<file path="src/rtl/core/hcg_pkg.sv">
// ----------------------------------------------------------------------------
// hcg_pkg
// Shared types and constants of the hot/cold embedding gather block.
// ----------------------------------------------------------------------------
`default_nettype none

package hcg_pkg;

  // Default sizes of the stores
  localparam int TABLE_ROWS_DEF  = 1024;
  localparam int HOT_ROWS_DEF    = 256;
  localparam int COLD_BLOCKS_DEF = 64;
  localparam int MAX_DIM_DEF     = 64;

  // Largest number of items a single gather emits
  localparam int RESULT_CAP = 64;

  // Nibble layout of cold block bytes
  localparam int NIB_BITS = 4;

  // Item kinds
  typedef enum logic [2:0] {
    K_GATHER = 3'd0,
    K_MAP    = 3'd1,
    K_HOT    = 3'd2,
    K_COLD   = 3'd3,
    K_WORD   = 3'd4
  } kind_t;

  // Result source codes
  typedef enum logic [1:0] {
    SRC_COPY  = 2'd0,
    SRC_HOT   = 2'd1,
    SRC_COLD  = 2'd2,
    SRC_RANGE = 2'd3
  } src_t;

  // Configuration register indexes
  localparam logic [2:0] CFG_LARGE    = 3'd0;
  localparam logic [2:0] CFG_HSCALE   = 3'd1;
  localparam logic [2:0] CFG_HOFFSET  = 3'd2;
  localparam logic [2:0] CFG_CSCALE   = 3'd3;
  localparam logic [2:0] CFG_COFFSET  = 3'd4;
  localparam logic [2:0] CFG_RPB      = 3'd5;
  localparam logic [2:0] CFG_DIMS     = 3'd6;

  // Store write strobes and data
  typedef struct packed {
    logic        map_we;
    logic        hot_we;
    logic        cold_we;
    logic        full_we;
    logic [8:0]  slot;
    logic [9:0]  rank;
    logic [31:0] data;
  } wr_t;

endpackage

`default_nettype wire

</file>
<file path="src/rtl/core/hcg_fpu.sv">
// ----------------------------------------------------------------------------
// hcg_fpu
// Nine-stage dequantizer: code * scale, then + offset, each rounded to
// single precision (nearest even), NaN results made canonical.
// ----------------------------------------------------------------------------
`default_nettype none

module hcg_fpu (
  input  wire         clk,
  input  wire         rst_n,
  input  wire         start,
  input  wire  [7:0]  code,
  input  wire  [31:0] scale,
  input  wire  [31:0] offset,
  output logic        done,
  output logic [31:0] result
);
  import hcg_pkg::*;

  localparam logic [31:0] QNAN = 32'h7FC0_0000;

  // Leading zero count of a 32-bit word
  function automatic logic [4:0] lzc32(input logic [31:0] v);
    logic [4:0] n;
    n = '0;
    for (int i = 0; i < 32; i++) begin
      if (v[i]) n = 5'(31 - i);
    end
    return n;
  endfunction

  // Round a normalized significand (bit 31 set) at biased exponent r
  function automatic logic [31:0] pack(input logic sgn, input logic signed [9:0] r,
                                       input logic [31:0] n);
    logic [63:0] x;
    logic [23:0] m;
    logic [7:0]  ef;
    logic        g;
    logic        st;
    logic [30:0] mag;
    x = '0;
    if (r >= 10'sd255) begin
      return {sgn, 8'hFF, 23'b0};
    end
    if (r >= 10'sd1) begin
      m  = n[31:8];
      g  = n[7];
      st = |n[6:0];
      ef = r[7:0];
    end else begin
      x  = {n, 32'b0} >> (10'sd1 - r);
      m  = x[63:40];
      g  = x[39];
      st = |x[38:0];
      ef = 8'd0;
    end
    mag = {ef, m[22:0]} + 31'(g & (st | m[0]));
    return {sgn, mag};
  endfunction

  logic [8:0] v_r;

  // Stage 1: integer product
  logic [31:0] p1_p_r;
  logic [7:0]  p1_e_r;
  logic        p1_s_r, p1_spv_r;
  logic [31:0] p1_sp_r, p1_off_r;
  // Stage 2: leading zeros
  logic [31:0] p2_p_r;
  logic [7:0]  p2_e_r;
  logic [4:0]  p2_lz_r;
  logic        p2_s_r, p2_spv_r;
  logic [31:0] p2_sp_r, p2_off_r;
  // Stage 3: normalized product
  logic [31:0] p3_n_r;
  logic signed [9:0] p3_r_r;
  logic        p3_s_r, p3_spv_r;
  logic [31:0] p3_sp_r, p3_off_r;
  // Stage 4: rounded product
  logic [31:0] p4_a_r, p4_off_r;
  // Stage 5: aligned operands
  logic [26:0] a5_x_r, a5_y_r;
  logic        a5_sub_r, a5_s_r, a5_zs_r, a5_spv_r;
  logic [7:0]  a5_e_r;
  logic [31:0] a5_sp_r;
  // Stage 6: sum
  logic [27:0] a6_s_r;
  logic        a6_s_sgn_r, a6_zs_r, a6_spv_r;
  logic [7:0]  a6_e_r;
  logic [31:0] a6_sp_r;
  // Stage 7: leading zeros of sum
  logic [27:0] a7_s_r;
  logic [4:0]  a7_lz_r;
  logic        a7_sgn_r, a7_zs_r, a7_spv_r, a7_zero_r;
  logic [7:0]  a7_e_r;
  logic [31:0] a7_sp_r;
  // Stage 8: normalized sum
  logic [31:0] a8_n_r;
  logic signed [9:0] a8_r_r;
  logic        a8_sgn_r, a8_zs_r, a8_spv_r, a8_zero_r;
  logic [31:0] a8_sp_r;
  // Stage 9: result
  logic [31:0] res_r;

  // Advance the valid pipe
  always_ff @(posedge clk) begin
    if (!rst_n) begin
      v_r <= '0;
    end else begin
      v_r <= {v_r[7:0], start};
    end
  end

  // Stage 1 logic
  logic [7:0]  s1_e;
  logic [23:0] s1_m;
  logic        s1_nan, s1_inf;
  logic [31:0] s1_p;
  always_comb begin
    s1_nan = (scale[30:23] == 8'hFF) && (scale[22:0] != 23'd0);
    s1_inf = (scale[30:23] == 8'hFF) && (scale[22:0] == 23'd0);
    s1_m   = {scale[30:23] != 8'd0, scale[22:0]};
    s1_e   = (scale[30:23] == 8'd0) ? 8'd1 : scale[30:23];
    s1_p   = {24'b0, code} * {8'b0, s1_m};
  end

  always_ff @(posedge clk) begin
    p1_p_r   <= s1_p;
    p1_e_r   <= s1_e;
    p1_s_r   <= scale[31];
    p1_off_r <= offset;
    p1_spv_r <= s1_nan || s1_inf || (s1_p == 32'd0);
    if (s1_nan || (s1_inf && code == 8'd0)) begin
      p1_sp_r <= QNAN;
    end else if (s1_inf) begin
      p1_sp_r <= {scale[31], 8'hFF, 23'b0};
    end else begin
      p1_sp_r <= {scale[31], 31'b0};
    end
  end

  // Stage 2: count leading zeros
  always_ff @(posedge clk) begin
    p2_p_r   <= p1_p_r;
    p2_e_r   <= p1_e_r;
    p2_lz_r  <= lzc32(p1_p_r);
    p2_s_r   <= p1_s_r;
    p2_spv_r <= p1_spv_r;
    p2_sp_r  <= p1_sp_r;
    p2_off_r <= p1_off_r;
  end

  // Stage 3: normalize product
  always_ff @(posedge clk) begin
    p3_n_r   <= p2_p_r << p2_lz_r;
    p3_r_r   <= $signed({2'b0, p2_e_r}) + 10'sd8 - $signed({5'b0, p2_lz_r});
    p3_s_r   <= p2_s_r;
    p3_spv_r <= p2_spv_r;
    p3_sp_r  <= p2_sp_r;
    p3_off_r <= p2_off_r;
  end

  // Stage 4: round product
  always_ff @(posedge clk) begin
    p4_a_r   <= p3_spv_r ? p3_sp_r : pack(p3_s_r, p3_r_r, p3_n_r);
    p4_off_r <= p3_off_r;
  end

  // Stage 5: order by magnitude and align the smaller operand
  logic        a_nan, b_nan, a_inf, b_inf, swp;
  logic [31:0] xo, yo;
  logic [7:0]  ex, ey, dd;
  logic [4:0]  dc;
  logic [53:0] w;
  always_comb begin
    a_nan = (p4_a_r[30:23] == 8'hFF) && (p4_a_r[22:0] != 23'd0);
    b_nan = (p4_off_r[30:23] == 8'hFF) && (p4_off_r[22:0] != 23'd0);
    a_inf = (p4_a_r[30:23] == 8'hFF) && (p4_a_r[22:0] == 23'd0);
    b_inf = (p4_off_r[30:23] == 8'hFF) && (p4_off_r[22:0] == 23'd0);
    swp   = p4_a_r[30:0] < p4_off_r[30:0];
    xo    = swp ? p4_off_r : p4_a_r;
    yo    = swp ? p4_a_r : p4_off_r;
    ex    = (xo[30:23] == 8'd0) ? 8'd1 : xo[30:23];
    ey    = (yo[30:23] == 8'd0) ? 8'd1 : yo[30:23];
    dd    = ex - ey;
    dc    = (dd > 8'd30) ? 5'd30 : dd[4:0];
    w     = {yo[30:23] != 8'd0, yo[22:0], 3'b0, 27'b0} >> dc;
  end

  always_ff @(posedge clk) begin
    a5_x_r   <= {xo[30:23] != 8'd0, xo[22:0], 3'b0};
    a5_y_r   <= w[53:27] | {26'b0, |w[26:0]};
    a5_sub_r <= xo[31] ^ yo[31];
    a5_s_r   <= xo[31];
    a5_zs_r  <= p4_a_r[31] & p4_off_r[31];
    a5_e_r   <= ex;
    a5_spv_r <= a_nan || b_nan || a_inf || b_inf;
    if (a_nan || b_nan || (a_inf && b_inf && (p4_a_r[31] != p4_off_r[31]))) begin
      a5_sp_r <= QNAN;
    end else if (a_inf) begin
      a5_sp_r <= p4_a_r;
    end else begin
      a5_sp_r <= p4_off_r;
    end
  end

  // Stage 6: add or subtract
  always_ff @(posedge clk) begin
    a6_s_r     <= a5_sub_r ? ({1'b0, a5_x_r} - {1'b0, a5_y_r})
                           : ({1'b0, a5_x_r} + {1'b0, a5_y_r});
    a6_s_sgn_r <= a5_s_r;
    a6_zs_r    <= a5_zs_r;
    a6_e_r     <= a5_e_r;
    a6_spv_r   <= a5_spv_r;
    a6_sp_r    <= a5_sp_r;
  end

  // Stage 7: count leading zeros of the sum
  always_ff @(posedge clk) begin
    a7_s_r    <= a6_s_r;
    a7_lz_r   <= lzc32({a6_s_r, 4'b0});
    a7_zero_r <= (a6_s_r == 28'd0);
    a7_sgn_r  <= a6_s_sgn_r;
    a7_zs_r   <= a6_zs_r;
    a7_e_r    <= a6_e_r;
    a7_spv_r  <= a6_spv_r;
    a7_sp_r   <= a6_sp_r;
  end

  // Stage 8: normalize sum
  always_ff @(posedge clk) begin
    a8_n_r    <= {a7_s_r, 4'b0} << a7_lz_r;
    a8_r_r    <= $signed({2'b0, a7_e_r}) + 10'sd1 - $signed({5'b0, a7_lz_r});
    a8_zero_r <= a7_zero_r;
    a8_sgn_r  <= a7_sgn_r;
    a8_zs_r   <= a7_zs_r;
    a8_spv_r  <= a7_spv_r;
    a8_sp_r   <= a7_sp_r;
  end

  // Stage 9: round sum, select special results
  always_ff @(posedge clk) begin
    if (a8_spv_r) begin
      res_r <= a8_sp_r;
    end else if (a8_zero_r) begin
      res_r <= {a8_zs_r, 31'b0};
    end else begin
      res_r <= pack(a8_sgn_r, a8_r_r, a8_n_r);
    end
  end

  assign done   = v_r[8];
  assign result = res_r;

endmodule

`default_nettype wire
</file>
<file path="config.mk">
export PLATFORM = sky130hd
export DESIGN_NAME = hcg_fpu
export DESIGN_NICKNAME = d
export VERILOG_FILES = /design/src/rtl/core/hcg_pkg.sv /design/src/rtl/core/hcg_fpu.sv
export SDC_FILE = /design/constraint.sdc
export NUM_CORES = 2
export LEC_CHECK = 0
export BUFFER_PORTS_ARGS = -buffer_cell sky130_fd_sc_hd__clkbuf_2
export CORE_MARGIN = 4
export CORE_UTILIZATION = 30
export CTS_CLUSTER_DIAMETER = 100
export DETAILED_ROUTE_END_ITERATION = 7
export GPL_ROUTABILITY_DRIVEN = 0
export PLACE_DENSITY_LB_ADDON = 0.05
export SYNTH_ARGS = -nofsm -noshare
export SYNTH_HDL_FRONTEND = slang
export SYNTH_SLANG_ARGS = --single-unit
</file>
<file path="constraint.sdc">
create_clock -name clk -period 16 [get_ports clk]
set_input_delay 0.8 -clock clk [delete_from_list [all_inputs] [get_ports clk]]
set_output_delay 0.8 -clock clk [all_outputs]
set_load 0.005 [all_outputs]
</file>
# ---- After elaboration in Yosys (flattened, before gate mapping)
# Cells that the tools add are included.
dict set report classes {
  addsub 11
  multipliers 1
  order_cmp 6
  n_eq_ne 4
  n_shift 5
  muxes 101
  bitwise_logic 7
  n_reduce_logical 44
}
# operator n
set ops {}
lappend ops {{32-bit 2-to-1 mux} 10}
lappend ops {{5-bit 2-to-1 mux} 29}
lappend ops {{23-bit 2-to-1 mux} 6}
lappend ops {{64-bit by 10-bit right shift with 63-bit output} 2}
lappend ops {{39-bit OR reduction} 2}
lappend ops {{23-bit zero test} 3}
lappend ops {{23-bit nonzero test} 3}
lappend ops {{4-bit 2-to-1 mux} 16}
lappend ops {{8-bit 2-to-1 mux} 8}
lappend ops {{32-bit by 5-bit << shifter with 32-bit output} 2}
lappend ops {{31-bit by 1-bit adder with 31-bit output} 2}
lappend ops {{54-bit by 5-bit right shift with 54-bit output} 1}
lappend ops {{32-bit zero test} 1}
lappend ops {{8-bit zero test} 4}
lappend ops {{8-bit by 24-bit multiplier with 32-bit output} 1}
lappend ops {{16-bit OR reduction} 2}
lappend ops {{31-bit less-than comparator} 1}
lappend ops {{31-bit 2-to-1 mux} 1}
lappend ops {{27-bit by 27-bit adder with 28-bit output} 1}
lappend ops {{28-bit zero test} 1}
lappend ops {{28-bit 2-to-1 mux} 1}
lappend ops {{27-bit by 27-bit subtractor with 28-bit output} 1}
lappend ops {{27-bit by 1-bit OR with 27-bit output} 1}
lappend ops {{27-bit OR reduction} 1}
lappend ops {{23 further kinds} 79}
dict set report word_totals {
  reg_bits 751
  in_bits 75
  output_inout_bits 33
}

# ---- Logic depth before layout (Yosys ltp)
dict set report depth {
  depth_word 31
  depth_mapped 34
  mapped_depth_nobuf 27
}

# ---- Worst setup path before layout
# Ideal clock, no wire load.
dict set report synth_timing {
  path_kind {register to register}
  start {reg p4_off_r[12]}
  end {reg a5_y_r[0]}
  setup_time_ns 0.114
  t_arrival_ns 7.159
  required_time_ns 15.886
  path_slack_ns 8.727
  path_stages_with_launch 33
  path_buffers 7
  synth_period_minus_slack_ns 7.273
  path_cell_list {dfxtp_1 > clkbuf_1 > inv_1 > ha_1 > nand3_1 > nor2_1 > nand2_1 > o211ai_1 > a21o_1 > clkbuf_1 > buf_1 > clkbuf_1 > o21ai_0 > nor4_1 > and4b_1 > nor2_1 > ha_1 > fa_1 > nand2b_1 > a2111oi_0 > a211oi_1 > and4_1 > clkbuf_1 > nand2_1 > clkbuf_1 > clkbuf_1 > nor2_1 > a221oi_1 > o22ai_1 > or4_1 > o32ai_1 > o2111ai_1 > a21o_1}
}
dict set report synth_via {
  elab_chain_cells 10
  elab_cells_between_ends 14
  classes_between {add/sub: 1; order compare: 2; shift: 1; mux: 5; bitwise: 1; reduce/logical: 4}
}
# item line_no
set synth_rtl {}
lappend synth_rtl {{start: declaration} hcg_fpu.sv:80} ;# logic [31:0] p4_a_r, p4_off_r;
lappend synth_rtl {{start signal: assignment} hcg_fpu.sv:166} ;# p4_off_r <= p3_off_r;
lappend synth_rtl {{31-bit less-than comparator *} hcg_fpu.sv:180} ;# swp = p4_a_r[30:0] < p4_off_r[30:0];
lappend synth_rtl {{32-bit 2-to-1 mux *} hcg_fpu.sv:181} ;# xo = swp ? p4_off_r : p4_a_r;
lappend synth_rtl {{8-bit zero test} hcg_fpu.sv:183} ;# ex = (xo[30:23] == 8'd0) ? 8'd1 : xo[30:23];
lappend synth_rtl {{8-bit 2-to-1 mux *} hcg_fpu.sv:183}
lappend synth_rtl {{named net ex[5]} hcg_fpu.sv:172} ;# logic [7:0] ex, ey, dd;
lappend synth_rtl {{8-bit subtractor *} hcg_fpu.sv:185} ;# dd = ex - ey;
lappend synth_rtl {{8-bit by 5-bit > comparator with 1-bit output *} hcg_fpu.sv:186} ;# dc = (dd > 8'd30) ? 5'd30 : dd[4:0];
lappend synth_rtl {{5-bit 2-to-1 mux *} hcg_fpu.sv:186}
lappend synth_rtl {{54-bit by 5-bit right shift with 54-bit output *} hcg_fpu.sv:187} ;# w = {yo[30:23] != 8'd0, yo[22:0], 3'b0, 27'b0} >> dc;
lappend synth_rtl {{27-bit OR reduction} hcg_fpu.sv:192} ;# a5_y_r <= w[53:27] | {26'b0, |w[26:0]};
lappend synth_rtl {{27-bit by 1-bit OR with 27-bit output *} hcg_fpu.sv:192}
lappend synth_rtl {{end signal: assignment} hcg_fpu.sv:192}
lappend synth_rtl {{end: declaration} hcg_fpu.sv:82} ;# logic [26:0] a5_x_r, a5_y_r;
# Mark *: on every way through the listed nets, which the timed path passes. The rest lies on a longest branch.
# A chain may end at the register's enable or synchronous reset.

# ---- Worst setup path after layout
dict set report layout_timing {
  start {reg p4_off_r[18]}
  end {reg a5_y_r[0]}
}
# Same word-level chain as after synthesis.

==> impl_metrics.csv <==
group,metric,value,unit
floorplan,placement_rows,127,
detailed_routing,drt-initial-drc-count,2109,
worst_setup_path,critPathArrivalTime,8.98,ns
power_and_ir_drop,report.power.total,10.08,mW
worst_setup_path,cp_max_fo,60,
clock_network,h-tree-depth,3,
global_routing,global_route.usage.met1,0.2492,
detailed_routing,post-route-drc-count,0,
timing,worst_clk_skew,0.03129,ns
hold_path,worstHoldPathType,"in2reg",
detailed_routing,wl_per_cell,21.62,microns
clock_network,numCtsBuffers,76,
global_routing,grt_remaining_overflow,0,
global_routing,gr-usage-met3,0.02050,
timing,finalWorstPathRequiredPeriod,8.453,ns
detailed_routing,vias_per_cell,5.141,
worst_setup_path,required,16.53,ns
timing,hold_violations,0,
clock_network,clkTransAtPathRegs,0.06,ns
clock_network,post_cts.resized_instances,0,
synthesis,largest_area_contributor_in_the_netlist,"sky130_fd_sc_hd__dfxtp_1",
global_routing,largest_net_degree_at_the_start_of_global_routing,61,
global_routing,wire_length_of_the_first_global_routing_pass,187400,microns
timing,fmax,0.1183,GHz
detailed_routing,vias,29280,
timing,crit_share_post_route,0.5283,
placed_design,placement.io_buffers,107,
hold_path,min-delay-start,"offset[20]",
power_and_ir_drop,power.internal,5.383,mW
power_and_ir_drop,p_sw_frac,0.4662,
timing,grt_setup_unrepaired,"no",
worst_setup_path,setup.worst_path.start_class,"register",
floorplan,floorplan.core_area,120300,sq um
timing,drv_slew,0,
worst_setup_path,regToRegEndpoint,"a5_y_r[0]",
synthesis,synthCells,4008,
global_routing,global_route.usage.total,0.1906,
job,maxCapViolCount,0,
floorplan,fp.dieW,356.8,microns
power_and_ir_drop,vdd_ir_drop_max,107.9,uV
worst_setup_path,timing.reg2reg.setup_slack,7.55,ns
timing,finalSetupTns,0,ns
global_routing,top_usage_layer,"met2",
power_and_ir_drop,power.switching,4.701,mW
clock_network,hold_buffers,0,
power_and_ir_drop,leakagePower,17.05,nW
global_routing,grt_antenna_before_repair,12,
timing,max_slew.worst_pin.slew,1.027,ns
detailed_routing,final_antenna_net_count,0,
synthesis,synth-async-reset-ratio,0,
run_status,run_status,"finished, final reports clean",
synthesis,synthFlopType,"sky130_fd_sc_hd__dfxtp_1",
power_and_ir_drop,proportion_of_power_drawn_by_flip_flops_and_latches,0.262,
worst_setup_path,critical_path_class,"reg2reg",
power_and_ir_drop,combinational_share_of_power,0.564,
clock_network,post_cts_setup_buffers,0,
detailed_routing,totalWireLength,123200,microns
floorplan,ios,108,
synthesis,postSynthNetCount,4389,
finish,layout-drive-gt1-share,0.1081,
floorplan,die_height,356.8,microns
synthesis,synth-edff-count,0,
placed_design,post-dp-hpwl,96510,microns
synthesis,area_share_of_the_largest_cell_type_after_synthesis,0.3621,
synthesis,ys_top_cells_by_count,"sky130_fd_sc_hd__dfxtp_1 (660), sky130_fd_sc_hd__nand2_1 (485), sky130_fd_sc_hd__nor2_1 (273), sky130_fd_sc_hd__inv_1 (260), sky130_fd_sc_hd__a21oi_1 (211)",
power_and_ir_drop,clkPwrFrac,0.175,
hold_path,hold_path_end,"p1_off_r[20]",
clock_network,worst_skew_pair.late_latency,0.65,ns
clock_network,cts_tree,"done",
power_and_ir_drop,power.density_cell_area,244.8,nW/um^2
hold_path,min_path_cells,1,
synthesis,post-synth-top-count-cell,"sky130_fd_sc_hd__dfxtp_1",
synthesis,synth-seq-cells,660,
timing,final_count_of_negative_setup_slack_endpoints,0,
clock_network,tritoncts_num_sinks,660,
synthesis,synth_seq_area_share,0.3621,
synthesis,yosys.cell_types.count,88,
global_routing,grt_pass1_vias,29530,
global_routing,grt_use_met2,0.3330,
synthesis,syn_area,36490,sq um
detailed_routing,pre_repair_dr_iteration_count,5,
worst_setup_path,crit-reg2reg-launch,"p4_off_r[18]",
worst_setup_path,timing.critical_path.to_type,"register",
timing,timing.slew.headroom,0.3104,
floorplan,floorplan.die_area,127300,sq um
finish,final_nets,4404,
floorplan,effective_utilization_at_floorplan,0.3034,
worst_setup_path,worst_r2r_path_depth,27,
clock_network,library_cell_used_as_clock_root_buffer,"sky130_fd_sc_hd__clkbuf_16",
finish,syn2layout_area_growth,12.89,%
synthesis,ys.warnings.count,0,
synthesis,syn_avg_cell_area,9.105,sq um
clock_network,clockBufferDepth,3,
synthesis,synth_top_cells_by_area,"sky130_fd_sc_hd__dfxtp_1 (36%), sky130_fd_sc_hd__fa_1 (7.5%), sky130_fd_sc_hd__ha_1 (5.8%), sky130_fd_sc_hd__nand2_1 (5.0%), sky130_fd_sc_hd__mux4_2 (4.6%)",
==> power groups by stage <==
stage	combinational (mW)	clock [mW]	sequential (mW)
detailed placement	5.65	0	2.68
finish	5.68	1.76	2.64
global route	6.25	1.89	2.70
floorplan	4.11	0	2.40
global placement	5.75	0	2.68
CTS	5.69	1.82	2.65
==> worst max-delay path by stage <==
stage	start	to	slack, ns	cells past startpoint
global route	p4_off_r[11]	a5_y_r[0]	7.01	27
finish	p4_off_r[18]	a5_y_r[0]	7.55	27
global placement	p4_off_r[16]	a5_y_r[0]	7.76	27
CTS	p4_off_r[16]	a5_y_r[0]	7.61	27
floorplan	p4_off_r[12]	a5_y_r[0]	8.73	32
detailed placement	p4_off_r[16]	a5_y_r[0]	7.66	27
==> cell families after synthesis <==
group | Yosys count | synth area share
flip-flops | 660 | 0.3621
AND/OR/NAND/NOR | 1323 | 0.1719
multiplexers | 281 | 0.1048
XOR/XNOR | 128 | 0.03072
adder cells (fa/ha/maj) | 306 | 0.1329
buffers and inverters | 482 | 0.05030
AO/OA/AOI/OAI | 828 | 0.1474
==> layout make-up <==
type	count	area (sq um)
Antenna cell	4	10.01
Clock buffer	101	2106
Clock inverter	34	476.7
Fill cell	12600	79090
Inverter	267	1002
Multi-Input combinational cell	2866	21500
Sequential cell	660	13220
Tap cell	1612	2017
Timing Repair Buffer	152	873.3
==> layout by cell type (no fill, tap or decap), drive strengths merged, types with 24 or more instances in the layout <==
master / Yosys / routed
a211oi: 33 / 33
a21o: 31 / 31
a21oi: 211 / 211
a31oi: 29 / 29
and2: 138 / 138
and3: 25 / 25
buf: 46 / 45
clkbuf: 169 / 208
dfxtp: 660 / 660
fa: 136 / 136
ha: 170 / 170
inv: 264 / 271
mux2: 42 / 42
mux2i: 163 / 163
mux4: 76 / 76
nand2: 486 / 486
nand2b: 24 / 24
nand3: 79 / 79
nand4: 30 / 30
nor2: 275 / 275
nor3: 106 / 106
nor4: 49 / 49
o211ai: 38 / 38
o21ai: 201 / 201
o21bai: 29 / 29
o22ai: 26 / 26
xnor2: 91 / 91
xor2: 37 / 37
==> registers in the layout (all words and copies together), names as in the netlist, 32 cells and up <==
signal and count:
a6_sp_r 32, a5_sp_r 32, p3_off_r 32, result 32
a7_sp_r 32, p4_off_r 32, p4_a_r 32, p3_n_r 32
p2_off_r 32, p2_p_r 32, p1_off_r 32, p1_p_r 32
a8_sp_r 32
==> stage by stage <==
stage	worst slack, ns	utilization	instance area (sq um)	hold WS, ns	std cells
after detailed placement	7.658	0.3209	38600	0.3121	5557
after global routing	7.010	0.3424	41190	0.2077	5694
after global placement	7.755	0.3209	38600	0.3105	5557
final	7.547	0.3425	41200	0.2494	5696
after CTS	7.614	0.3424	41190	0.1952	5692
after floorplan	8.727	-	36490	0.3096	4008
==> worst max-delay path, stage by stage, from the launching register on <==
cell and delay (ns):
sky130_fd_sc_hd__dfxtp_1 0.43, sky130_fd_sc_hd__inv_1 0.11, sky130_fd_sc_hd__ha_1 0.32, sky130_fd_sc_hd__nand4_1 0.15, sky130_fd_sc_hd__nor2_1 0.21, sky130_fd_sc_hd__nand2_1 0.07
sky130_fd_sc_hd__o211ai_1 0.55, sky130_fd_sc_hd__a21o_4 0.57, sky130_fd_sc_hd__o21ai_0 0.28, sky130_fd_sc_hd__nor4_1 0.31, sky130_fd_sc_hd__and4b_1 0.25, sky130_fd_sc_hd__nor2_1 0.07
sky130_fd_sc_hd__ha_1 0.24, sky130_fd_sc_hd__fa_1 0.48, sky130_fd_sc_hd__nor2b_1 0.18, sky130_fd_sc_hd__o21ai_0 0.18, sky130_fd_sc_hd__a211oi_1 0.43, sky130_fd_sc_hd__and4_1 0.59
sky130_fd_sc_hd__nand2_1 0.40, sky130_fd_sc_hd__buf_4 0.35, sky130_fd_sc_hd__a211oi_1 0.26, sky130_fd_sc_hd__a311oi_1 0.11, sky130_fd_sc_hd__a221oi_1 0.60, sky130_fd_sc_hd__o22ai_1 0.16
sky130_fd_sc_hd__or4_1 0.42, sky130_fd_sc_hd__o32ai_1 0.24, sky130_fd_sc_hd__o2111ai_1 0.16, sky130_fd_sc_hd__a21o_1 0.18
==> per-layer routing <==
layer,routed length [microns],up-vias,part of all wire
li1,-,14060,-
met5,13,-,0.00011
met4,3414,2,0.028
met2,60890,703,0.49
met3,4856,181,0.039
met1,53980,14340,0.44
(Power assumes the default switching activity.)
